[src/rtl/irn_pkg.sv]
`default_nettype none
package irn_pkg;

    localparam int ValueW = 12;
    localparam int CharW  = 7;
    localparam int NumMax = 3999;

    localparam logic [CharW-1:0] ChI    = 7'h49;
    localparam logic [CharW-1:0] ChV    = 7'h56;
    localparam logic [CharW-1:0] ChX    = 7'h58;
    localparam logic [CharW-1:0] ChL    = 7'h4C;
    localparam logic [CharW-1:0] ChC    = 7'h43;
    localparam logic [CharW-1:0] ChD    = 7'h44;
    localparam logic [CharW-1:0] ChM    = 7'h4D;
    localparam logic [CharW-1:0] ChNone = 7'h00;

    typedef logic [3:0]      t_digit;
    typedef logic [3:0][3:0] t_digits;   // index 0 = ones
    typedef logic [2:0]      t_upc;

    typedef enum logic [1:0] {SEL_U, SEL_F, SEL_T, SEL_NONE} t_sel;
    typedef enum logic [2:0] {SEQ_GOTO, SEQ_DISPATCH, SEQ_REP_LOOP, SEQ_REP_SKIP, SEQ_END} t_seq;

    typedef struct packed {
        logic emit;
        t_sel sel;
        logic err;
        t_seq seq;
        logic cnt_inc;
        t_upc target;
    } t_uword;

    typedef struct packed {
        logic             valid;
        logic [CharW-1:0] char_code;
        logic             last;
        logic             error;
    } t_emit;

    // microcode addresses
    localparam t_upc UpcRep   = 3'd0;  // unit letter, repeated
    localparam t_upc UpcUF    = 3'd1;  // unit before five
    localparam t_upc UpcFEnd  = 3'd2;  // five closing a four
    localparam t_upc UpcFRep  = 3'd3;  // five, then units
    localparam t_upc UpcUT    = 3'd4;  // unit before ten
    localparam t_upc UpcTEnd  = 3'd5;  // ten closing a nine
    localparam t_upc UpcErr   = 3'd6;  // error beat
    localparam t_upc UpcStart = 3'd7;  // split cycle, pick first digit

    function automatic t_uword urom(input t_upc a);
        t_uword w;
        case (a)
            UpcRep:   w = '{1'b1, SEL_U,    1'b0, SEQ_REP_LOOP, 1'b1, UpcRep};
            UpcUF:    w = '{1'b1, SEL_U,    1'b0, SEQ_GOTO,     1'b0, UpcFEnd};
            UpcFEnd:  w = '{1'b1, SEL_F,    1'b0, SEQ_DISPATCH, 1'b0, UpcRep};
            UpcFRep:  w = '{1'b1, SEL_F,    1'b0, SEQ_REP_SKIP, 1'b0, UpcRep};
            UpcUT:    w = '{1'b1, SEL_U,    1'b0, SEQ_GOTO,     1'b0, UpcTEnd};
            UpcTEnd:  w = '{1'b1, SEL_T,    1'b0, SEQ_DISPATCH, 1'b0, UpcRep};
            UpcErr:   w = '{1'b1, SEL_NONE, 1'b1, SEQ_END,      1'b0, UpcRep};
            UpcStart: w = '{1'b0, SEL_NONE, 1'b0, SEQ_DISPATCH, 1'b0, UpcRep};
            default:  w = '{1'b0, SEL_NONE, 1'b0, SEQ_END,      1'b0, UpcRep};
        endcase
        return w;
    endfunction

    // mapping table: digit value to entry address
    function automatic t_upc entry_of(input t_digit d);
        t_upc a;
        case (d)
            4'd4:                   a = UpcUF;
            4'd5, 4'd6, 4'd7, 4'd8: a = UpcFRep;
            4'd9:                   a = UpcUT;
            default:                a = UpcRep;
        endcase
        return a;
    endfunction

    function automatic logic [CharW-1:0] unit_letter(input logic [1:0] pos);
        logic [CharW-1:0] c;
        case (pos)
            2'd0:    c = ChI;
            2'd1:    c = ChX;
            2'd2:    c = ChC;
            default: c = ChM;
        endcase
        return c;
    endfunction

    function automatic logic [CharW-1:0] five_letter(input logic [1:0] pos);
        logic [CharW-1:0] c;
        case (pos)
            2'd0:    c = ChV;
            2'd1:    c = ChL;
            2'd2:    c = ChD;
            default: c = ChNone;
        endcase
        return c;
    endfunction

    function automatic logic [CharW-1:0] ten_letter(input logic [1:0] pos);
        logic [CharW-1:0] c;
        case (pos)
            2'd0:    c = ChX;
            2'd1:    c = ChC;
            2'd2:    c = ChM;
            default: c = ChNone;
        endcase
        return c;
    endfunction

endpackage
`default_nettype wire

[src/rtl/irn_split.sv]
`default_nettype none
module irn_split
    import irn_pkg::*;
(
    input  wire logic              i_clk,
    input  wire logic              i_load,
    input  wire logic [ValueW-1:0] i_value,
    output logic                   o_in_range,
    output t_digits                o_digits
);

    // reciprocal constants, exact for every 12-bit value
    localparam logic [11:0] Rcp10   = 12'd3277;  // 2^-15
    localparam logic [12:0] Rcp100  = 13'd5243;  // 2^-19
    localparam logic [13:0] Rcp1000 = 14'd8389;  // 2^-23

    logic [ValueW-1:0] r_v;
    logic [8:0]        r_q10;
    logic [5:0]        r_q100;
    logic [2:0]        r_q1000;

    logic [23:0] w_p10;
    logic [24:0] w_p100;
    logic [25:0] w_p1000;
    logic [11:0] w_r0;
    logic [8:0]  w_r1;
    logic [5:0]  w_r2;

    assign o_in_range = (i_value != '0) && (i_value <= ValueW'(NumMax));

    assign w_p10   = {12'd0, i_value} * {12'd0, Rcp10};
    assign w_p100  = {13'd0, i_value} * {12'd0, Rcp100};
    assign w_p1000 = {14'd0, i_value} * {12'd0, Rcp1000};

    always_ff @(posedge i_clk) begin
        if (i_load) begin
            r_v     <= i_value;
            r_q10   <= w_p10[23:15];
            r_q100  <= w_p100[24:19];
            r_q1000 <= w_p1000[25:23];
        end
    end

    // remainders: times ten as shift-add
    assign w_r0 = r_v - ({3'd0, r_q10} << 3) - ({3'd0, r_q10} << 1);
    assign w_r1 = r_q10 - ({3'd0, r_q100} << 3) - ({3'd0, r_q100} << 1);
    assign w_r2 = r_q100 - ({3'd0, r_q1000} << 3) - ({3'd0, r_q1000} << 1);

    assign o_digits[0] = w_r0[3:0];
    assign o_digits[1] = w_r1[3:0];
    assign o_digits[2] = w_r2[3:0];
    assign o_digits[3] = {1'b0, r_q1000};

endmodule
`default_nettype wire

[src/rtl/irn_useq.sv]
`default_nettype none
module irn_useq
    import irn_pkg::*;
(
    input  wire logic    i_clk,
    input  wire logic    i_rst_n,
    input  wire logic    i_start,
    input  wire logic    i_in_range,
    input  wire t_digits i_digits,
    input  wire logic    i_adv,
    output t_emit        o_emit,
    output logic         o_busy
);

    logic       r_busy, n_busy;
    t_upc       r_upc,  n_upc;
    logic [2:0] r_pos,  n_pos;   // 4 means above all digits
    logic [1:0] r_cnt,  n_cnt;

    t_uword     w_word;
    t_digit     w_d;
    t_digit     w_d5;
    logic [1:0] w_rep;
    logic [1:0] w_cnt1;
    logic       w_more;
    logic [1:0] w_nxt;
    logic       w_disp;
    logic       w_fin;
    logic [CharW-1:0] w_char;

    assign w_word = urom(r_upc);
    assign w_d    = i_digits[r_pos[1:0]];
    assign w_d5   = w_d - 4'd5;
    assign w_rep  = (w_d < 4'd5) ? w_d[1:0] : w_d5[1:0];
    assign w_cnt1 = r_cnt + 2'd1;

    // highest nonzero digit below the current one
    always_comb begin
        w_more = 1'b0;
        w_nxt  = 2'd0;
        for (int k = 0; k < 4; k++) begin
            if ((3'(k) < r_pos) && (i_digits[k] != 4'd0)) begin
                w_more = 1'b1;
                w_nxt  = 2'(k);
            end
        end
    end

    always_comb begin
        w_disp = 1'b0;
        w_fin  = 1'b0;
        n_upc  = w_word.target;
        case (w_word.seq)
            SEQ_GOTO:     n_upc = w_word.target;
            SEQ_DISPATCH: w_disp = 1'b1;
            SEQ_REP_LOOP: w_disp = (w_cnt1 == w_rep);
            SEQ_REP_SKIP: w_disp = (w_rep == 2'd0);
            SEQ_END:      w_fin = 1'b1;
            default:      w_fin = 1'b1;
        endcase
        n_pos = r_pos;
        n_cnt = w_word.cnt_inc ? w_cnt1 : r_cnt;
        if (w_disp) begin
            if (w_more) begin
                n_pos = {1'b0, w_nxt};
                n_upc = entry_of(i_digits[w_nxt]);
                n_cnt = 2'd0;
            end else begin
                w_fin = 1'b1;
            end
        end
        n_busy = r_busy;
        if (r_busy && i_adv) begin
            if (w_fin) begin
                n_busy = 1'b0;
            end
        end else begin
            n_upc = r_upc;
            n_pos = r_pos;
            n_cnt = r_cnt;
        end
        if (i_start) begin
            n_busy = 1'b1;
            n_upc  = i_in_range ? UpcStart : UpcErr;
            n_pos  = 3'd4;
            n_cnt  = 2'd0;
        end
    end

    always_comb begin
        case (w_word.sel)
            SEL_U:    w_char = unit_letter(r_pos[1:0]);
            SEL_F:    w_char = five_letter(r_pos[1:0]);
            SEL_T:    w_char = ten_letter(r_pos[1:0]);
            default:  w_char = ChNone;
        endcase
    end

    always_ff @(posedge i_clk) begin
        if (!i_rst_n) begin
            r_busy <= 1'b0;
            r_upc  <= UpcStart;
            r_pos  <= 3'd4;
            r_cnt  <= 2'd0;
        end else begin
            r_busy <= n_busy;
            r_upc  <= n_upc;
            r_pos  <= n_pos;
            r_cnt  <= n_cnt;
        end
    end

    assign o_emit.valid     = r_busy && w_word.emit;
    assign o_emit.char_code = w_char;
    assign o_emit.last      = w_fin;
    assign o_emit.error     = w_word.err;
    assign o_busy           = r_busy;

endmodule
`default_nettype wire

[src/rtl/integer_to_roman_numeral.sv]
// integer to roman numeral converter
//
// input channel: i_valid / o_stall with i_value (12 bits); a beat is taken
// when i_valid is high and o_stall is low. o_stall is high while a value is
// being converted, so one value is in flight at a time.
// output channel: o_valid / i_stall with o_char_code, o_last, o_error; one
// beat per ascii letter, most significant digit first, o_last on the final
// letter. a value of 0 or above 3999 gives a single beat with char 0,
// o_last and o_error set.
// order: the input beat registers the digit split quotients and starts the
// sequencer on its start step, which picks the first digit and issues no
// letter; each later step issues one letter into the output register, so
// letters follow one per cycle while the receiver does not stall. an error
// value goes straight to the error step, which issues its single beat.
// when the receiver stalls, the output register holds its beat and the
// sequencer freezes on its current step.
// reset (synchronous, active low) empties the output register and returns
// the sequencer to idle; no state is kept between values.
`default_nettype none
module integer_to_roman_numeral
    import irn_pkg::*;
(
    input  wire logic              i_clk,
    input  wire logic              i_rst_n,
    input  wire logic              i_valid,
    output logic                   o_stall,
    input  wire logic [ValueW-1:0] i_value,
    output logic                   o_valid,
    input  wire logic              i_stall,
    output logic [CharW-1:0]       o_char_code,
    output logic                   o_last,
    output logic                   o_error
);

    logic    w_accept;
    logic    w_adv;
    logic    w_in_range;
    logic    w_busy;
    t_digits w_digits;
    t_emit   w_emit;

    logic             r_out_valid;
    logic [CharW-1:0] r_char_code;
    logic             r_last;
    logic             r_error;

    // take a new value only when the sequencer is idle
    assign w_accept = i_valid && !w_busy;
    // output register is free, or its beat leaves this cycle
    assign w_adv    = !r_out_valid || !i_stall;

    // digit split: quotients registered on the input beat
    irn_split u_split (
        .i_clk      (i_clk),
        .i_load     (w_accept),
        .i_value    (i_value),
        .o_in_range (w_in_range),
        .o_digits   (w_digits)
    );

    // microcode sequencer: one control word per step picks the letter
    irn_useq u_useq (
        .i_clk      (i_clk),
        .i_rst_n    (i_rst_n),
        .i_start    (w_accept),
        .i_in_range (w_in_range),
        .i_digits   (w_digits),
        .i_adv      (w_adv),
        .o_emit     (w_emit),
        .o_busy     (w_busy)
    );

    // output register, control reset only
    always_ff @(posedge i_clk) begin
        if (!i_rst_n) begin
            r_out_valid <= 1'b0;
        end else if (w_adv) begin
            r_out_valid <= w_emit.valid;
        end
    end

    always_ff @(posedge i_clk) begin
        if (w_adv) begin
            r_char_code <= w_emit.char_code;
            r_last      <= w_emit.last;
            r_error     <= w_emit.error;
        end
    end

    assign o_stall     = w_busy;
    assign o_valid     = r_out_valid;
    assign o_char_code = r_char_code;
    assign o_last      = r_last;
    assign o_error     = r_error;

endmodule
`default_nettype wire

[config.mk]
export PLATFORM = sky130hd
export DESIGN_NAME = integer_to_roman_numeral
export DESIGN_NICKNAME = d
export VERILOG_FILES = /design/src/rtl/irn_pkg.sv /design/src/rtl/irn_split.sv /design/src/rtl/irn_useq.sv /design/src/rtl/integer_to_roman_numeral.sv
export SDC_FILE = /design/constraint.sdc
export NUM_CORES = 1
export LEC_CHECK = 0
export BUFFER_PORTS_ARGS = -buffer_cell sky130_fd_sc_hd__buf_2
export CAP_MARGIN = 5
export CORE_ASPECT_RATIO = 1.25
export CORE_UTILIZATION = 38
export CTS_CLUSTER_SIZE = 25
export DETAILED_ROUTE_END_ITERATION = 8
export PLACE_DENSITY = 0.52
export SKIP_LAST_GASP = 1
export SLEW_MARGIN = 20
export SYNTH_ARGS = -nofsm -noshare
export SYNTH_HDL_FRONTEND = slang
export SYNTH_SLANG_ARGS = --single-unit
[constraint.sdc]
create_clock -name i_clk -period 5.4 [get_ports i_clk]
set_input_delay 0.54 -clock i_clk [delete_from_list [all_inputs] [get_ports i_clk]]
set_output_delay 0.54 -clock i_clk [all_outputs]
set_load 0.01 [all_outputs]
### Word-level counts from Yosys, hierarchy flattened

Memory sizes are Yosys's and may differ from the RTL's. A register that Yosys moved wholly into a read port is not among the register bits.
Index checks and enable logic that the tools add are counted.
W data, S select, Z words.

| operators by class | value |
|---|---|
| add/subtract/negate cells | 8 |
| $mul | 3 |
| magnitude comparators | 8 |
| equality and inequality tests | 14 |
| multiplexer cells | 34 |
| bitwise operators | 1 |
| reduce and logical (&&, ||, !) cells | 28 |

Operators by type and width:

| cell | count |
|---|---|
| $pmux W7 S3 | 3 |
| $mul A12 B14 Y26 const B | 1 |
| $sub A4 B4 Y4 | 6 |
| $mul A12 B13 Y23 const B | 1 |
| $mul A12 B12 Y19 const B | 1 |
| $mux W3 | 6 |
| $bmux W4 S2 | 2 |
| $eq A4 B3 Y1 const B | 4 |
| $reduce_bool A4 Y1 | 4 |
| $pmux W5 S3 | 1 |
| $le A12 B12 Y1 const B | 1 |
| $mux W1 | 12 |
| $mux W2 | 6 |
| $reduce_bool A12 Y1 | 1 |
| $pmux W3 S3 | 1 |
| $eq A4 B4 Y1 const B | 2 |
| $logic_and A1 B1 Y1 | 8 |
| $mux W4 | 2 |
| $reduce_or A4 Y1 | 2 |
| $eq A3 B2 Y1 const B | 2 |
| $logic_not A2 Y1 | 3 |
| $lt A1 B3 Y1 const A | 2 |
| $lt A2 B3 Y1 const A | 2 |
| $lt A2 B3 Y1 const B | 2 |
| other kinds (16) | 21 |

| word-level totals | value |
|---|---|
| bits in registers | 34 |
| bits in read-only memories | 88 |
| bits of input ports | 16 |
| output and inout bits | 11 |
| word-level logic and storage cells | 109 |
| memories kept | 1 |

Memories:

| memory | words | width | rd ports | clocked after Yosys merged registers in | wr ports | RTL line | source |
|---|---|---|---|---|---|---|---|
| (no name shown) | 8 | 11 | 1 | 1 | 0 | irn_pkg.sv:52 | `case (a)` |

### Longest topological paths before layout

| depth | value |
|---|---|
| depth in word-level cells | 18 |
| depth in mapped cells | 20 |
| depth with buffers taken out | 20 |

### Cells and area by module

From an unflattened synthesis, not the netlist that was laid out.

| second synthesis, totals | value |
|---|---|
| cells, all modules | 920 |
| area total of the unflattened synthesis | 8,811.0 um^2 |

Modules (own cells, without submodules):

| module | instances | cells each | area an instance (um^2) | sequential area each (um^2) |
|---|---|---|---|---|
| irn_split | 1 | 706 | 6,874.1 | 450.4 |
| irn_useq | 1 | 200 | 1,625.3 | 360.3 |
| integer_to_roman_numeral | 1 | 14 | 311.5 | 290.3 |

### Worst setup path before layout

Ideal clock, no wire load.

| timing path | value |
|---|---|
| path type | input port to flip-flop |
| from | in i_value[6] |
| to | reg u_split.r_q100[3] (data pin) |
| library setup time | 0.260 ns |
| data arrival time | 4.526 ns |
| required time | 5.140 ns |
| setup slack | 0.614 ns |
| cell stages on the path | 17 |
| buffers on the path | 0 |
| cell sequence | fa_1 -> fa_1 -> fa_1 -> inv_1 -> fa_1 -> inv_1 -> fa_1 -> ha_1 -> o21ai_0 -> nand2b_1 -> nand4_1 -> a21o_1 -> a31o_2 -> a21oi_1 -> o21a_1 -> nor2_1 -> xnor2_1 |

| between the ends | value |
|---|---|
| cells in the longest elaborated chain, start to end | 1 |

Ends and longest elaborated chain:

| item | RTL line | source |
|---|---|---|
| from (decl) | integer_to_roman_numeral.sv:27 | `input wire logic [ValueW-1:0] i_value,` |
| $mul A12 B13 Y23 | irn_split.sv:32 | `assign w_p100 = {13'd0, i_value} * {12'd0, Rcp100};` |
| net u_split.w_p100[22] | irn_split.sv:23 | `logic [24:0] w_p100;` |
| to (signal assigned) | irn_split.sv:39 | `r_q100 <= w_p100[24:19];` |
| to (decl) | irn_split.sv:19 | `logic [5:0] r_q100;` |

The timed path passes the listed nets, and every way through them passes these cells.
A chain may end at the register's enable or synchronous reset.

### Worst setup path after layout

| timing path | value |
|---|---|
| from | in i_value[9] |
| to | reg u_split.r_q100[3] (data pin) |

The elaborated chain is that of the path after synthesis.

==> PnR_summary.wiki <==
{| class="wikitable"
! Metric !! Value
|-
| Share of synthesized registers carrying an async set or reset || 0
|-
| Multiplexer share of the synthesized area || 0.0171
|-
| Std-Cell Core Area || between 20000 and 25000 um^2
|-
| Number of I/O port buffers || 25
|-
| Rel. slew slack || 0.289
|-
| ANT cells || 0
|-
| Largest voltage drop on the vdd net || 227 uV
|-
| DRT antenna net count || 0
|-
| Post-CTS setup repair buffer count || 0
|-
| Largest net degree at the start of global routing || 16
|-
| GR Util All Layers || 0.183
|-
| Area contributors post-synth || sky130_fd_sc_hd__ha_1 31%, sky130_fd_sc_hd__fa_1 24%, sky130_fd_sc_hd__inv_1 9.5%
|-
| Cell type with the largest total area after synthesis || sky130_fd_sc_hd__ha_1
|-
| Pre-antenna DRT Iters || 4
|-
| Vias in the first global route || 6043
|-
| Global-route wire length before repair || 31.2 mm
|-
| Final worst path period share || 0.906
|-
| Distinct cells, synth || 60
|-
| Clk Latency, worst-skew pair || 280 ps
|-
| Syn nets || 1140
|-
| Count of fill cells added during filler insertion || 2113
|-
| Cells after synthesis || 824
|-
| Bufs on Longest Clock Path || 2
|-
| Flip-flop and latch count after synthesis || 42
|-
| Initial antenna violation count || 0
|-
| Post-Route Skew || 3.16 ps
|-
| DP Wirelength || between 15 and 20 mm
|-
| Final Max Tran Viols || 0
|-
| Via density || 4.85
|-
| Syn. warnings || 0
|-
| Most frequent cells in the layout || 208 x sky130_fd_sc_hd__inv_1, 202 x sky130_fd_sc_hd__ha_1, 98 x sky130_fd_sc_hd__fa_1
|-
| Result of the run || finished clean
|-
| CP startpoint kind || input pin
|-
| Final cell area excluding filler cells || 8960 um^2
|-
| Clock tree sinks || 42
|-
| Count of unresolved DRC violations after routing || 0
|-
| CTS buffer count || 5
|-
| Setup TNS after final layout || 0 ps
|-
| Synthesized-area fraction occupied by ao, oa, aoi and oai cells || 0.0820
|-
| DR WL/cell || 16.4 um
|-
| Transition time at the pin with the least slew margin || 1060 ps
|-
| Number of core rows || between 50 and 60
|-
| Final Critical Period || 4890 ps
|-
| Post-synthesis cell area || 8180 um^2
|-
| Number of enable flip-flop cells after synthesis || 23
|-
| Die area || 22100 um^2
|-
| Die Height || 166 um
|-
| Setup CP Type || input pin to register
|-
| Critical path data arrival time || 4930 ps
|-
| Final routed wirelength across all metal layers || about 19 mm
|-
| Flip-flop cell with the highest count after synthesis || sky130_fd_sc_hd__edfxtp_1
|-
| Total placed instance area || 8790 um^2
|-
| Static leakage || 0.00481 uW
|-
| Type of destination of the critical path || register
|-
| Global placer's final weighted congestion || 0.908
|-
| Post-Synth Simple-Gate Area || 0.0780
|-
| Number of cells in the finished layout apart from fillers || 1148
|-
| Maximum net fanout on the critical path || 7
|-
| Synthesized-area fraction occupied by xor and xnor cells || 0.0415
|-
| Detailed-route via count || 5568
|-
| TritonCTS clock tree || done
|-
| Number of buffers inserted by hold repair at cts || 0
|-
| Area growth from synthesis to final layout || 9.53%
|-
| Area share of the largest cell type after synthesis || 0.309
|-
| Initial Util || 0.390
|-
| Cells after DPL || 1140
|-
| Total power density per cell area || 359 nW/um^2
|-
| Fraction of final layout cells sized beyond drive strength 1 || 0.0870
|-
| Class of the most critical hold timing path || register to register
|-
| Initial DRC Count || between 150 and 200
|-
| Unrepaired setup endpoints after global routing || no
|-
| Post-synthesis share of cell area spent on full adders, half adders and majority gates || 0.549
|-
| Fmax || 204 MHz
|-
| Setup Viol. Count Final || 0
|-
| Count of final hold-check violations || 0
|-
| I/O pin cnt || 27
|-
| Mean instance size in the synthesized netlist || 9.93 um^2
|-
| Worst-case register-to-register setup slack || 990 ps
|-
| Number of nets in the final layout || around 1200
|-
| Horizontal die dimension || 133 um
|-
| Total gr overflow || 0
|-
| Required @ worst endpoint || between 5000 and 6000 ps
|-
| Seq/Total Area, Yosys || 0.131
|-
| Number of max-cap violations || 0
|-
| Root Buffer || sky130_fd_sc_hd__clkbuf_16
|-
| Commonest non-fill, non-tap cell in the layout || sky130_fd_sc_hd__inv_1
|-
| H-tree levels || 2
|-
| Dominant combinational cell family by area after synthesis || adder cells
|-
| Clock Pin Slew Worst Setup and Hold Paths || about 60 ps
|-
| # resized after CTS || 0
|}
[power by group]
group          total (uW)  leakage (uW)  internal [uW]  switching, uW
logic                2390       0.00434           1080           1310
registers             486      0.000393            433           53.0
clock network         333     0.0000801            203            130
total                3210       0.00481           1720           1490
[synthesized netlist by cell type, types with 10 or more instances]
library cell,n
sky130_fd_sc_hd__inv_1,208
sky130_fd_sc_hd__ha_1,202
sky130_fd_sc_hd__fa_1,98
sky130_fd_sc_hd__a21oi_1,25
sky130_fd_sc_hd__nor2_1,25
sky130_fd_sc_hd__edfxtp_1,23
sky130_fd_sc_hd__nand2_1,22
sky130_fd_sc_hd__xnor2_1,22
sky130_fd_sc_hd__o21ai_0,20
sky130_fd_sc_hd__dfxtp_1,19
sky130_fd_sc_hd__nor3_1,12
sky130_fd_sc_hd__a21o_1,10
sky130_fd_sc_hd__nand3_1,10
[path summary, 6_finish.rpt]
check,start,to,cells past startpoint
max,i_value[9],u_split.r_q100[3],17
min,u_useq.w_word[10],o_valid,2
max reg2reg,u_split.r_v[1],u_useq.w_word[5],15
min reg2reg,u_useq.w_word[10],o_valid,2
[per-stage QoR]
stage / setup WS, ps / hold WS [ps] / utilization / total power [uW]
6_report: 507 / 472 / 0.427 / 3210
4_1_cts: 485 / 475 / 0.427 / 3280
3_3_place_gp: 228 / 462 / 0.419 / 2920
3_5_place_dp: 197 / 466 / 0.419 / 2930
5_1_grt: 260 / 505 / 0.427 / 3650
2_1_floorplan: 614 / 432 / - / 2310
[layer usage]
metal  GRT usage  share of wire  vias up
li1            -              -     2798
met5           0              0        -
met1       0.207           0.40     2669
met2       0.357           0.55       75
met3      0.0147          0.022       26
met4      0.0558          0.026        0
[layout make-up]
| type | instances | area [um^2] | share of cell area |
|---|---|---|---|
| multi-input cells | 565 | 6280 | 0.701 |
| clock inverters | 2 | 18.8 | 0.00209 |
| well taps | 274 | 343 | 0.0383 |
| inverters | 210 | 790 | 0.0881 |
| repair buffers | 49 | 305 | 0.0341 |
| clock buffers | 6 | 150 | 0.0168 |
| flip-flops and latches | 42 | 1070 | 0.120 |
[worst max-delay path, stage by stage]
cell and delay, ps:
sky130_fd_sc_hd__buf_2 180, sky130_fd_sc_hd__fa_1 540, sky130_fd_sc_hd__fa_1 500, sky130_fd_sc_hd__inv_1 70, sky130_fd_sc_hd__fa_1 510, sky130_fd_sc_hd__fa_1 520
sky130_fd_sc_hd__fa_1 510, sky130_fd_sc_hd__inv_1 40, sky130_fd_sc_hd__ha_1 260, sky130_fd_sc_hd__and3_1 190, sky130_fd_sc_hd__o31a_1 150, sky130_fd_sc_hd__a32oi_1 100
sky130_fd_sc_hd__a31o_2 280, sky130_fd_sc_hd__a21oi_1 220, sky130_fd_sc_hd__o21a_1 160, sky130_fd_sc_hd__nor2_1 50, sky130_fd_sc_hd__xnor2_1 110
[cells by family after synthesis]
family	after synthesis
buffers and inverters	217
DFF	42
AOI/OAI and AO/OA	101
muxes	11
xor gates and xnor gates	34
adders and majority gates	300
and+or+nand+nor	118
other	1
[flip-flops by register name (all words and copies together) (netlist names), 2 cells and up]
register,count
u_split.r_q100,4
u_useq.r_pos,3
o_char_code,6
u_split.r_v,4
u_useq.w_word,9
u_split.r_q1000,3
u_split.r_q10,4
u_useq.r_upc,3
u_useq.r_cnt,2
Note: power is estimated with default switching activity, not from simulation.
